## config.mk

```make
export PLATFORM = sky130hd
export DESIGN_NAME = lru_asset_slot_table
export DESIGN_NICKNAME = d
export VERILOG_FILES = /design/src/rtl/core/lru_ast_pkg.sv /design/src/rtl/core/lru_ast_cell.sv /design/src/rtl/core/lru_asset_slot_table.sv
export SDC_FILE = /design/constraint.sdc
export NUM_CORES = 2
export LEC_CHECK = 0
export ABC_AREA = 1
export BUFFER_PORTS_ARGS = -buffer_cell sky130_fd_sc_hd__buf_2
export CAP_MARGIN = 0
export CORE_ASPECT_RATIO = 2
export CORE_MARGIN = 4
export CORE_UTILIZATION = 40
export CTS_CLUSTER_DIAMETER = 80
export CTS_CLUSTER_SIZE = 16
export DETAILED_ROUTE_END_ITERATION = 8
export GPL_TIMING_DRIVEN = 0
export SETUP_SLACK_MARGIN = 0.02
export SLEW_MARGIN = 20
export SYNTH_ARGS = -nofsm -noshare
export SYNTH_HDL_FRONTEND = slang
export SYNTH_SLANG_ARGS = --single-unit
```

## constraint.sdc

```tcl
create_clock -name aclk -period 18.5 [get_ports aclk]
set_input_delay 4.625 -clock aclk [delete_from_list [all_inputs] [get_ports aclk]]
set_output_delay 4.625 -clock aclk [all_outputs]
set_load 0.05 [all_outputs]
```

## src/rtl/core/lru_ast_pkg.sv

```systemverilog
// types, codes and constants shared by the lru asset slot table
// no dependencies
`default_nettype none

package lru_ast_pkg;

    localparam int DEF_SLOT_COUNT = 16;
    localparam int DEF_KEY_BITS   = 32;
    localparam int SLOT_IDX_W     = 6;

    localparam logic [11:0] RST_MAX_WIDTH  = 12'd320;
    localparam logic [11:0] RST_MAX_HEIGHT = 12'd240;
    localparam logic [23:0] RST_MAX_PIXELS = 24'(200 * 1024 / 2);
    localparam logic [31:0] STAMP_NONE     = 32'hFFFF_FFFF;

    localparam logic [1:0] OP_LOOKUP    = 2'd0;
    localparam logic [1:0] OP_LOAD_OK   = 2'd1;
    localparam logic [1:0] OP_LOAD_FAIL = 2'd2;

    localparam logic [1:0] CFG_MAX_WIDTH  = 2'd0;
    localparam logic [1:0] CFG_MAX_HEIGHT = 2'd1;
    localparam logic [1:0] CFG_MAX_PIXELS = 2'd2;

    localparam logic [2:0] STATUS_HIT       = 3'd0;
    localparam logic [2:0] STATUS_RESERVED  = 3'd1;
    localparam logic [2:0] STATUS_NO_SLOT   = 3'd2;
    localparam logic [2:0] STATUS_PUBLISHED = 3'd3;
    localparam logic [2:0] STATUS_MERGED    = 3'd4;
    localparam logic [2:0] STATUS_RELEASED  = 3'd5;
    localparam logic [2:0] STATUS_EMPTY     = 3'd6;
    localparam logic [2:0] STATUS_BAD_SLOT  = 3'd7;

    typedef struct packed {
        logic [1:0]  operation;
        logic [31:0] asset_key;
        logic [3:0]  slot_index;
        logic [11:0] loaded_width;
        logic [11:0] loaded_height;
    } lru_ast_in_t;

    typedef struct packed {
        logic [2:0]  status;
        logic [3:0]  slot_out;
        logic        evicted_loaded;
        logic [11:0] width_out;
        logic [11:0] height_out;
    } lru_ast_out_t;

    // running result handed from cell to cell
    typedef struct packed {
        logic                  match_found;
        logic [SLOT_IDX_W-1:0] match_idx;
        logic [11:0]           match_width;
        logic [11:0]           match_height;
        logic                  free_found;
        logic [SLOT_IDX_W-1:0] free_idx;
        logic                  min_found;
        logic [SLOT_IDX_W-1:0] min_idx;
        logic [31:0]           min_stamp;
        logic                  min_loaded;
        logic                  sel_used;
        logic                  sel_loaded;
    } lru_ast_scan_t;

    // write command broadcast to all cells
    typedef struct packed {
        logic                  en;
        logic [SLOT_IDX_W-1:0] idx;
        logic                  wr_used;
        logic                  used_val;
        logic                  wr_loaded;
        logic                  loaded_val;
        logic                  wr_key;
        logic                  wr_dims;
        logic                  wr_stamp;
        logic [11:0]           width;
        logic [11:0]           height;
        logic [31:0]           stamp;
    } lru_ast_cmd_t;

    typedef enum logic [2:0] {
        ST_IDLE,
        ST_SCAN,
        ST_DECIDE,
        ST_WRITE_A,
        ST_WRITE_B,
        ST_RESULT
    } lru_ast_state_t;

    localparam lru_ast_scan_t SCAN_INIT = '{
        match_found: 1'b0, match_idx: '0, match_width: '0, match_height: '0,
        free_found: 1'b0, free_idx: '0, min_found: 1'b0, min_idx: '0,
        min_stamp: STAMP_NONE, min_loaded: 1'b0, sel_used: 1'b0, sel_loaded: 1'b0
    };

    localparam lru_ast_cmd_t CMD_NONE = '{
        en: 1'b0, idx: '0, wr_used: 1'b0, used_val: 1'b0, wr_loaded: 1'b0,
        loaded_val: 1'b0, wr_key: 1'b0, wr_dims: 1'b0, wr_stamp: 1'b0,
        width: '0, height: '0, stamp: '0
    };

endpackage

`default_nettype wire

```

## src/rtl/core/lru_ast_cell.sv

```systemverilog
// one directory slot: holds its state and folds itself into the passing scan word
// depends on lru_ast_pkg
`default_nettype none

module lru_ast_cell #(
    parameter int ID       = 0,
    parameter int KEY_BITS = lru_ast_pkg::DEF_KEY_BITS
) (
    input  wire logic                                  aclk,
    input  wire logic                                  aresetn,
    input  wire logic [KEY_BITS-1:0]                   cmp_key,
    input  wire logic                                  excl_en,
    input  wire logic [lru_ast_pkg::SLOT_IDX_W-1:0]    tgt_idx,
    input  wire lru_ast_pkg::lru_ast_scan_t            scan_in,
    input  wire logic [KEY_BITS-1:0]                   key_in,
    output lru_ast_pkg::lru_ast_scan_t                 scan_out,
    output logic [KEY_BITS-1:0]                        key_out,
    input  wire lru_ast_pkg::lru_ast_cmd_t             cmd,
    input  wire logic [KEY_BITS-1:0]                   wr_key
);
    import lru_ast_pkg::*;

    localparam logic [SLOT_IDX_W-1:0] MY_IDX = SLOT_IDX_W'(ID);

    logic                used_reg, loaded_reg;
    logic [KEY_BITS-1:0] key_reg;
    logic [11:0]         width_reg, height_reg;
    logic [31:0]         stamp_reg;
    lru_ast_scan_t       scan_reg, scan_next;
    logic [KEY_BITS-1:0] keyc_reg, keyc_next;

    logic is_tgt, local_match, my_cmd;

    assign is_tgt      = (tgt_idx == MY_IDX);
    assign local_match = used_reg && loaded_reg && (key_reg == cmp_key) && !(excl_en && is_tgt);
    assign my_cmd      = cmd.en && (cmd.idx == MY_IDX);

    always_comb begin
        scan_next = scan_in;
        keyc_next = key_in;
        if (!scan_in.match_found && local_match) begin
            scan_next.match_found  = 1'b1;
            scan_next.match_idx    = MY_IDX;
            scan_next.match_width  = width_reg;
            scan_next.match_height = height_reg;
        end
        if (!scan_in.free_found && !used_reg) begin
            scan_next.free_found = 1'b1;
            scan_next.free_idx   = MY_IDX;
        end
        if (used_reg && (stamp_reg < scan_in.min_stamp)) begin
            scan_next.min_found  = 1'b1;
            scan_next.min_idx    = MY_IDX;
            scan_next.min_stamp  = stamp_reg;
            scan_next.min_loaded = loaded_reg;
        end
        if (is_tgt) begin
            scan_next.sel_used   = used_reg;
            scan_next.sel_loaded = loaded_reg;
            keyc_next            = key_reg;
        end
    end

    always_ff @(posedge aclk) begin
        scan_reg <= scan_next;
        keyc_reg <= keyc_next;
    end

    assign scan_out = scan_reg;
    assign key_out  = keyc_reg;

    always_ff @(posedge aclk) begin
        if (!aresetn) begin
            used_reg   <= 1'b0;
            loaded_reg <= 1'b0;
        end else if (my_cmd) begin
            if (cmd.wr_used) begin
                used_reg <= cmd.used_val;
            end
            if (cmd.wr_loaded) begin
                loaded_reg <= cmd.loaded_val;
            end
        end
    end

    always_ff @(posedge aclk) begin
        if (my_cmd) begin
            if (cmd.wr_key) begin
                key_reg <= wr_key;
            end
            if (cmd.wr_dims) begin
                width_reg  <= cmd.width;
                height_reg <= cmd.height;
            end
            if (cmd.wr_stamp) begin
                stamp_reg <= cmd.stamp;
            end
        end
    end

endmodule

`default_nettype wire

```

## src/rtl/core/lru_asset_slot_table.sv

```systemverilog
// lru asset slot table: a fully associative slot directory with lru replacement
// Channels: s_valid/s_ready/s_data takes one request word (lookup, load ok,
// load failed); m_valid/m_ready/m_data returns exactly one result word per
// request. cfg_valid/cfg_ready/cfg_index/cfg_data writes the size limits
// (index 0 max width, 1 max height, 2 max pixels); cfg_ready is always high.
// The slots form a row of SLOT_COUNT cells; a scan word walks the row one
// cell per clock. An empty key or unknown operation goes straight to the
// result; a bad slot or a lookup that finds no slot goes to the result
// after the scan; any other lookup or a release also writes a slot;
// publish and merge scan the row again with the slot's key, then publish
// writes its slot and a merge writes both the slot and the matched one.
// One request is in flight at a time: s_ready is high only when idle, so no
// new word is taken before the last result is accepted.
// Reset (aresetn low, synchronous) frees every slot, clears the lookup tick
// and restores the default limits. A stalled receiver holds m_data and the
// block takes no new word until the result is taken.
// depends on lru_ast_pkg and lru_ast_cell
`default_nettype none

module lru_asset_slot_table #(
    parameter int SLOT_COUNT = lru_ast_pkg::DEF_SLOT_COUNT,
    parameter int KEY_BITS   = lru_ast_pkg::DEF_KEY_BITS
) (
    input  wire logic                      aclk,
    input  wire logic                      aresetn,
    input  wire logic                      s_valid,
    output logic                           s_ready,
    input  wire lru_ast_pkg::lru_ast_in_t  s_data,
    output logic                           m_valid,
    input  wire logic                      m_ready,
    output lru_ast_pkg::lru_ast_out_t      m_data,
    input  wire logic                      cfg_valid,
    output logic                           cfg_ready,
    input  wire logic [1:0]                cfg_index,
    input  wire logic [23:0]               cfg_data
);
    import lru_ast_pkg::*;

    localparam int CNT_W = (SLOT_COUNT > 1) ? $clog2(SLOT_COUNT) : 1;
    localparam logic [CNT_W-1:0] CNT_LAST = CNT_W'(SLOT_COUNT - 1);

    lru_ast_state_t state_reg, state_next;
    lru_ast_in_t    req_reg, req_next;
    logic [KEY_BITS-1:0] key_reg, key_next;
    logic [KEY_BITS-1:0] cmp_key_reg, cmp_key_next;
    logic           pass2_reg, pass2_next;
    logic [CNT_W-1:0] count_reg, count_next;
    logic [23:0]    pix_reg, pix_next;
    logic [31:0]    tick_reg, tick_next;
    lru_ast_cmd_t   cmd_a_reg, cmd_a_next, cmd_b_reg, cmd_b_next;
    lru_ast_out_t   res_reg, res_next;
    logic [11:0]    max_width_reg, max_height_reg;
    logic [23:0]    max_pixels_reg;

    lru_ast_scan_t       scan_bus [SLOT_COUNT+1];
    logic [KEY_BITS-1:0] key_bus  [SLOT_COUNT+1];
    lru_ast_cmd_t        cmd;
    lru_ast_scan_t       fin;
    logic [KEY_BITS-1:0] in_key;
    logic                accept;
    logic                dec_load, dec_bad, dec_release, dec_rescan, idx_oor, over_limit;

    assign scan_bus[0] = SCAN_INIT;
    assign key_bus[0]  = '0;

    for (genvar g = 0; g < SLOT_COUNT; g++) begin : g_cell
        lru_ast_cell #(
            .ID       (g),
            .KEY_BITS (KEY_BITS)
        ) u_cell (
            .aclk     (aclk),
            .aresetn  (aresetn),
            .cmp_key  (cmp_key_reg),
            .excl_en  (pass2_reg),
            .tgt_idx  (SLOT_IDX_W'(req_reg.slot_index)),
            .scan_in  (scan_bus[g]),
            .key_in   (key_bus[g]),
            .scan_out (scan_bus[g+1]),
            .key_out  (key_bus[g+1]),
            .cmd      (cmd),
            .wr_key   (key_reg)
        );
    end

    assign fin    = scan_bus[SLOT_COUNT];
    assign in_key = KEY_BITS'(s_data.asset_key);
    assign accept = s_valid && s_ready;

    // config registers
    assign cfg_ready = 1'b1;
    always_ff @(posedge aclk) begin
        if (!aresetn) begin
            max_width_reg  <= RST_MAX_WIDTH;
            max_height_reg <= RST_MAX_HEIGHT;
            max_pixels_reg <= RST_MAX_PIXELS;
        end else if (cfg_valid && cfg_ready) begin
            case (cfg_index)
                CFG_MAX_WIDTH:  max_width_reg  <= cfg_data[11:0];
                CFG_MAX_HEIGHT: max_height_reg <= cfg_data[11:0];
                CFG_MAX_PIXELS: max_pixels_reg <= cfg_data;
                default: ;
            endcase
        end
    end

    // decision on the finished scan
    always_comb begin
        dec_load    = (req_reg.operation != OP_LOOKUP);
        idx_oor     = (32'(req_reg.slot_index) >= 32'(SLOT_COUNT));
        over_limit  = (req_reg.loaded_width == '0) || (req_reg.loaded_height == '0) ||
                      (req_reg.loaded_width > max_width_reg) ||
                      (req_reg.loaded_height > max_height_reg) ||
                      (pix_reg > max_pixels_reg);
        dec_bad     = dec_load && !pass2_reg && (idx_oor || !fin.sel_used || fin.sel_loaded);
        dec_release = dec_load && !pass2_reg && !dec_bad &&
                      ((req_reg.operation == OP_LOAD_FAIL) || over_limit);
        dec_rescan  = dec_load && !pass2_reg && !dec_bad && !dec_release;
    end

    // next state
    always_comb begin
        state_next = state_reg;
        case (state_reg)
            ST_IDLE: begin
                if (accept) begin
                    if ((s_data.operation == OP_LOOKUP && in_key == '0) ||
                        (s_data.operation != OP_LOOKUP && s_data.operation != OP_LOAD_OK &&
                         s_data.operation != OP_LOAD_FAIL)) begin
                        state_next = ST_RESULT;
                    end else begin
                        state_next = ST_SCAN;
                    end
                end
            end
            ST_SCAN: begin
                if (count_reg == CNT_LAST) begin
                    state_next = ST_DECIDE;
                end
            end
            ST_DECIDE: begin
                if (dec_rescan) begin
                    state_next = ST_SCAN;
                end else if (dec_bad || (!dec_load && !fin.match_found &&
                                          !fin.free_found && !fin.min_found)) begin
                    state_next = ST_RESULT;
                end else begin
                    state_next = ST_WRITE_A;
                end
            end
            ST_WRITE_A: state_next = cmd_b_reg.en ? ST_WRITE_B : ST_RESULT;
            ST_WRITE_B: state_next = ST_RESULT;
            ST_RESULT: begin
                if (m_ready) begin
                    state_next = ST_IDLE;
                end
            end
            default: state_next = ST_IDLE;
        endcase
    end

    // outputs
    always_comb begin
        s_ready = 1'b0;
        m_valid = 1'b0;
        cmd     = CMD_NONE;
        case (state_reg)
            ST_IDLE:    s_ready = 1'b1;
            ST_WRITE_A: cmd = cmd_a_reg;
            ST_WRITE_B: cmd = cmd_b_reg;
            ST_RESULT:  m_valid = 1'b1;
            default: ;
        endcase
    end

    assign m_data = res_reg;

    // datapath
    always_comb begin
        req_next     = req_reg;
        key_next     = key_reg;
        cmp_key_next = cmp_key_reg;
        pass2_next   = pass2_reg;
        count_next   = count_reg;
        pix_next     = pix_reg;
        tick_next    = tick_reg;
        cmd_a_next   = cmd_a_reg;
        cmd_b_next   = cmd_b_reg;
        res_next     = res_reg;
        case (state_reg)
            ST_IDLE: begin
                if (accept) begin
                    req_next     = s_data;
                    key_next     = in_key;
                    cmp_key_next = in_key;
                    pass2_next   = 1'b0;
                    count_next   = '0;
                    pix_next     = s_data.loaded_width * s_data.loaded_height;
                    res_next     = '0;
                    res_next.status = STATUS_BAD_SLOT;
                    if (s_data.operation == OP_LOOKUP) begin
                        if (in_key == '0) begin
                            res_next.status = STATUS_EMPTY;
                        end else begin
                            tick_next = tick_reg + 32'd1;
                        end
                    end
                end
            end
            ST_SCAN: count_next = count_reg + CNT_W'(1);
            ST_DECIDE: begin
                count_next = '0;
                cmd_a_next = CMD_NONE;
                cmd_b_next = CMD_NONE;
                res_next   = '0;
                if (dec_rescan) begin
                    cmp_key_next = key_bus[SLOT_COUNT];
                    pass2_next   = 1'b1;
                end else if (dec_bad) begin
                    res_next.status = STATUS_BAD_SLOT;
                end else if (dec_release) begin
                    cmd_a_next.en      = 1'b1;
                    cmd_a_next.idx     = SLOT_IDX_W'(req_reg.slot_index);
                    cmd_a_next.wr_used = 1'b1;
                    res_next.status    = STATUS_RELEASED;
                    res_next.slot_out  = req_reg.slot_index;
                end else if (dec_load) begin
                    if (fin.match_found) begin
                        cmd_a_next.en        = 1'b1;
                        cmd_a_next.idx       = SLOT_IDX_W'(req_reg.slot_index);
                        cmd_a_next.wr_used   = 1'b1;
                        cmd_a_next.wr_loaded = 1'b1;
                        cmd_b_next.en        = 1'b1;
                        cmd_b_next.idx       = fin.match_idx;
                        cmd_b_next.wr_stamp  = 1'b1;
                        cmd_b_next.stamp     = tick_reg;
                        res_next.status      = STATUS_MERGED;
                        res_next.slot_out    = fin.match_idx[3:0];
                        res_next.width_out   = fin.match_width;
                        res_next.height_out  = fin.match_height;
                    end else begin
                        cmd_a_next.en         = 1'b1;
                        cmd_a_next.idx        = SLOT_IDX_W'(req_reg.slot_index);
                        cmd_a_next.wr_loaded  = 1'b1;
                        cmd_a_next.loaded_val = 1'b1;
                        cmd_a_next.wr_dims    = 1'b1;
                        cmd_a_next.width      = req_reg.loaded_width;
                        cmd_a_next.height     = req_reg.loaded_height;
                        cmd_a_next.wr_stamp   = 1'b1;
                        cmd_a_next.stamp      = tick_reg;
                        res_next.status       = STATUS_PUBLISHED;
                        res_next.slot_out     = req_reg.slot_index;
                        res_next.width_out    = req_reg.loaded_width;
                        res_next.height_out   = req_reg.loaded_height;
                    end
                end else if (fin.match_found) begin
                    cmd_a_next.en       = 1'b1;
                    cmd_a_next.idx      = fin.match_idx;
                    cmd_a_next.wr_stamp = 1'b1;
                    cmd_a_next.stamp    = tick_reg;
                    res_next.status     = STATUS_HIT;
                    res_next.slot_out   = fin.match_idx[3:0];
                    res_next.width_out  = fin.match_width;
                    res_next.height_out = fin.match_height;
                end else if (fin.free_found || fin.min_found) begin
                    cmd_a_next.en         = 1'b1;
                    cmd_a_next.idx        = fin.free_found ? fin.free_idx : fin.min_idx;
                    cmd_a_next.wr_used    = 1'b1;
                    cmd_a_next.used_val   = 1'b1;
                    cmd_a_next.wr_loaded  = 1'b1;
                    cmd_a_next.wr_key     = 1'b1;
                    res_next.status       = STATUS_RESERVED;
                    res_next.slot_out     = fin.free_found ? fin.free_idx[3:0]
                                                           : fin.min_idx[3:0];
                    res_next.evicted_loaded = !fin.free_found && fin.min_loaded;
                end else begin
                    res_next.status = STATUS_NO_SLOT;
                end
            end
            default: ;
        endcase
    end

    always_ff @(posedge aclk) begin
        if (!aresetn) begin
            state_reg <= ST_IDLE;
            tick_reg  <= '0;
            pass2_reg <= 1'b0;
            count_reg <= '0;
            cmd_a_reg <= CMD_NONE;
            cmd_b_reg <= CMD_NONE;
        end else begin
            state_reg <= state_next;
            tick_reg  <= tick_next;
            pass2_reg <= pass2_next;
            count_reg <= count_next;
            cmd_a_reg <= cmd_a_next;
            cmd_b_reg <= cmd_b_next;
        end
    end

    always_ff @(posedge aclk) begin
        req_reg     <= req_next;
        key_reg     <= key_next;
        cmp_key_reg <= cmp_key_next;
        pix_reg     <= pix_next;
        res_reg     <= res_next;
    end

`ifndef NO_ASSERTIONS
    a_one_side: assert property (@(posedge aclk) disable iff (!aresetn)
        !(s_ready && m_valid))
        else $error("request and result sides active together");

    a_tick_only_on_lookup: assert property (@(posedge aclk) disable iff (!aresetn)
        !(accept && s_data.operation == OP_LOOKUP && in_key != '0) |=> $stable(tick_reg))
        else $error("lookup tick moved without a lookup");

    a_hit_has_dims: assert property (@(posedge aclk) disable iff (!aresetn)
        (m_valid && m_data.status == STATUS_HIT) |-> (m_data.width_out != '0))
        else $error("hit returned a slot that was never published");

    a_reserve_no_dims: assert property (@(posedge aclk) disable iff (!aresetn)
        (m_valid && m_data.status == STATUS_RESERVED) |->
        (m_data.width_out == '0 && m_data.height_out == '0))
        else $error("reservation carries dimensions");
`endif

endmodule

`default_nettype wire

```

==> results.yml <==
run_status:
  outcome: "finished, final reports clean"
finish:
  nFillCells: 31384
  fin_nets: 13820
  mostFrequentLayoutCell: "nand2_1"
  regArea_um2: 83700
  multiInputGateArea_um2: 43000
  syn2layout_area_growth_pct: 12.1
  final_cells: 17625
  largest_register_ffs: 1107
  drive_gt1_share_pct: 9.18
  final_cell_mix: "3174 x nand2_1, 1842 x dfxtp_1, 1558 x edfxtp_1"
hold_path:
  hp-start: "g_cell[7].u_cell.scan_out[73]"
  holdPathStages: 2
  hold_class: "flop to flop"
  worstHoldEndpoint: "g_cell[8].u_cell.scan_out[73]"
worst_setup_path:
  worstRegToRegCells: 11
  r2r_slack_ps: 13880
  crit_type: "input pin to flop"
  arrival_ps: 10400
  rr_endpoint: "g_cell[10].u_cell.scan_out[66]"
  end_kind: "flop"
  required_ps: 19140
  r2r-start: "req_reg[27]"
  critPathLaunchType: "input pin"
  cp_max_fo: 10
clock_tree:
  hold_buffers: 0
  clock_sinks: 3400
  postCtsSetupRepairBufs: 0
  cts.path.max_buffers: 4
  post_cts_resized: 0
  path_clk_slew_ps: 70
  cts_tree: "done"
  cts_inserted_buffers: 239
  cts_root_buffer: "clkbuf_16"
  insertion_delay_ps: 960
  htreeDepth: 4
job:
  maxCapViolCount: 0
timing:
  whs_ps: 353
  skew_ps: 118
  max_freq_ghz: 0.102
  tns_ps: 0
  drv_slew: 0
  tightestPinTransition_ps: 1310
  relSlewSlack_pct: 12.4
  fin_ws_ps: 8740
  rsz0062_at_grt: "no"
  fin_crit_ps: 9760
  hold_viol_final: 0
  finalCritPeriodShare_pct: 52.8
  finalSetupViolations: 0
global_routing:
  grt_antenna_before_repair: 34
  grt_pass1_vias: 92678
  grt_max_degree: 76
  grt-ovfl-total: 0
  grt_pass1_wl_mm: 638
  grt_use_total_pct: 25.9
drt:
  drt-total-wl_mm: 453
  drc: 0
  dr.pass1.iters: 6
  drtIter0Drc: 7192
  ant_nets: 0
  avgViaCountPerCell: 5.18
  wire_per_inst_um: 25.7
  vias: 91231
floorplanning:
  row_count: 299
  initial_utilization_pct: 40.2
  chipHeight_um: 825
  io_pins: 128
  coreArea_um2: 332000
  dieArea_um2: 344000
  die_w_um: 417
power:
  p_leak_nw: 64.6
  peakVddDrop_mv: 0.306
  power.density_nw_per_um2: 113
  p_total_mw: 17.0
yosys:
  synth_top_area_share_pct: 35.0
  synth_cells: 12545
  yosys_warnings: 0
  seq_area_frac_synth_pct: 62.6
  synth-main-ff-cell: "dfxtp_1"
  synth_area_um2: 134000
  yosysTopAreaCell: "edfxtp_1"
  synth-seq-cells: 3400
  syn-num-nets: 13318
  synth_edf_count: 1558
  postSynth.asyncResetShare_pct: 0
  ys_types: 64
  syn-mean-instance-area_um2: 10.6
  synthTopCellsByArea: "edfxtp_1 35%, dfxtp_1 28%, nand2_1 8.9%"
placed_design:
  dpl.hpwl_mm: 351
  dp.cells: 17170
  io_buffers: 126
  preCtsSetupSlack_ps: 7760
  gp_congestion: 1.00
## cells in the mapped netlist (100+ instances only)
master    count
ha_1        580
edfxtp_1   1558
buf_2       107
dfxtp_1    1842
inv_1      1364
nand2_1    3175
xor2_1      196
nand3_1     715
nor2_1      412
xnor2_1     192
nand4_1     104
a21oi_1     457
o21ai_0     431
mux2_2      291
clkbuf_1    309
fa_1        100
## how the worst max path moves through the flow
stage	start	endpoint	slack [ps]
after floorplan	s_data[11]	pix_reg[20]	9270
after global placement	s_data[5]	pix_reg[21]	7810
after detailed placement	s_data[5]	pix_reg[21]	7760
after CTS	s_data[5]	pix_reg[21]	8770
after global routing	s_data[12]	pix_reg[20]	8590
final	s_data[5]	pix_reg[21]	8740
## area by class of cell
class	count	area share, %
repair buffers	261	2.22
inverters	1394	3.50
diodes	22	0.0368
plain buffers	480	1.47
well taps	4364	3.65
clock inverters	8	0.0885
clock buffers	425	4.49
multi-input cells	7271	28.7
flip-flops and latches	3400	55.9
## stage by stage
stage | cell area, µm² | utilization [%]
detailed placement | 143000 | 43.0
floorplan | 134000 | -
CTS | 150000 | 45.1
global route | 150000 | 45.1
finish | 150000 | 45.1
global placement | 140000 | 42.0
## layer usage
layer | GRT usage (%) | vias up | part of all wire, %
met5 | 0 | - | 0.0095
met4 | 23.5 | 8 | 11
met3 | 3.69 | 1424 | 4.8
met2 | 48.1 | 3178 | 52
met1 | 24.4 | 44135 | 32
li1 | - | 42486 | -
## power by group
| part | switching (mW) | internal (mW) | total, mW |
|---|---|---|---|
| Sequential | 0.338 | 8.42 | 8.76 |
| Clock | 2.60 | 2.47 | 5.07 |
| Combinational | 2.22 | 0.909 | 3.13 |
## critical path: stages
cell,delay [ps]
buf_2,250
clkbuf_1,520
nand2_1,170
fa_1,560
inv_1,50
fa_1,520
fa_1,460
fa_1,550
inv_1,60
fa_1,540
inv_1,50
ha_1,380
a21oi_1,220
o21a_1,140
nand2_1,60
a31oi_1,290
o21bai_1,140
nand3_1,90
nand2_1,60
xor2_1,620
## cells by family (layout without fill, tap and decap cells)
group	count (synthesis)	after routing	share of synthesized area, %
and+or+nand+nor	4696	4696	14.7
DFF	3400	3400	62.6
buffers and inverters	1874	2568	5.56
AOI/OAI and AO/OA	1215	1215	5.24
adders and majority gates	680	680	6.93
xor gates and xnor gates	388	388	2.54
muxes	291	291	2.45
other	1	23	0.00281
(Power assumes the default switching activity.)
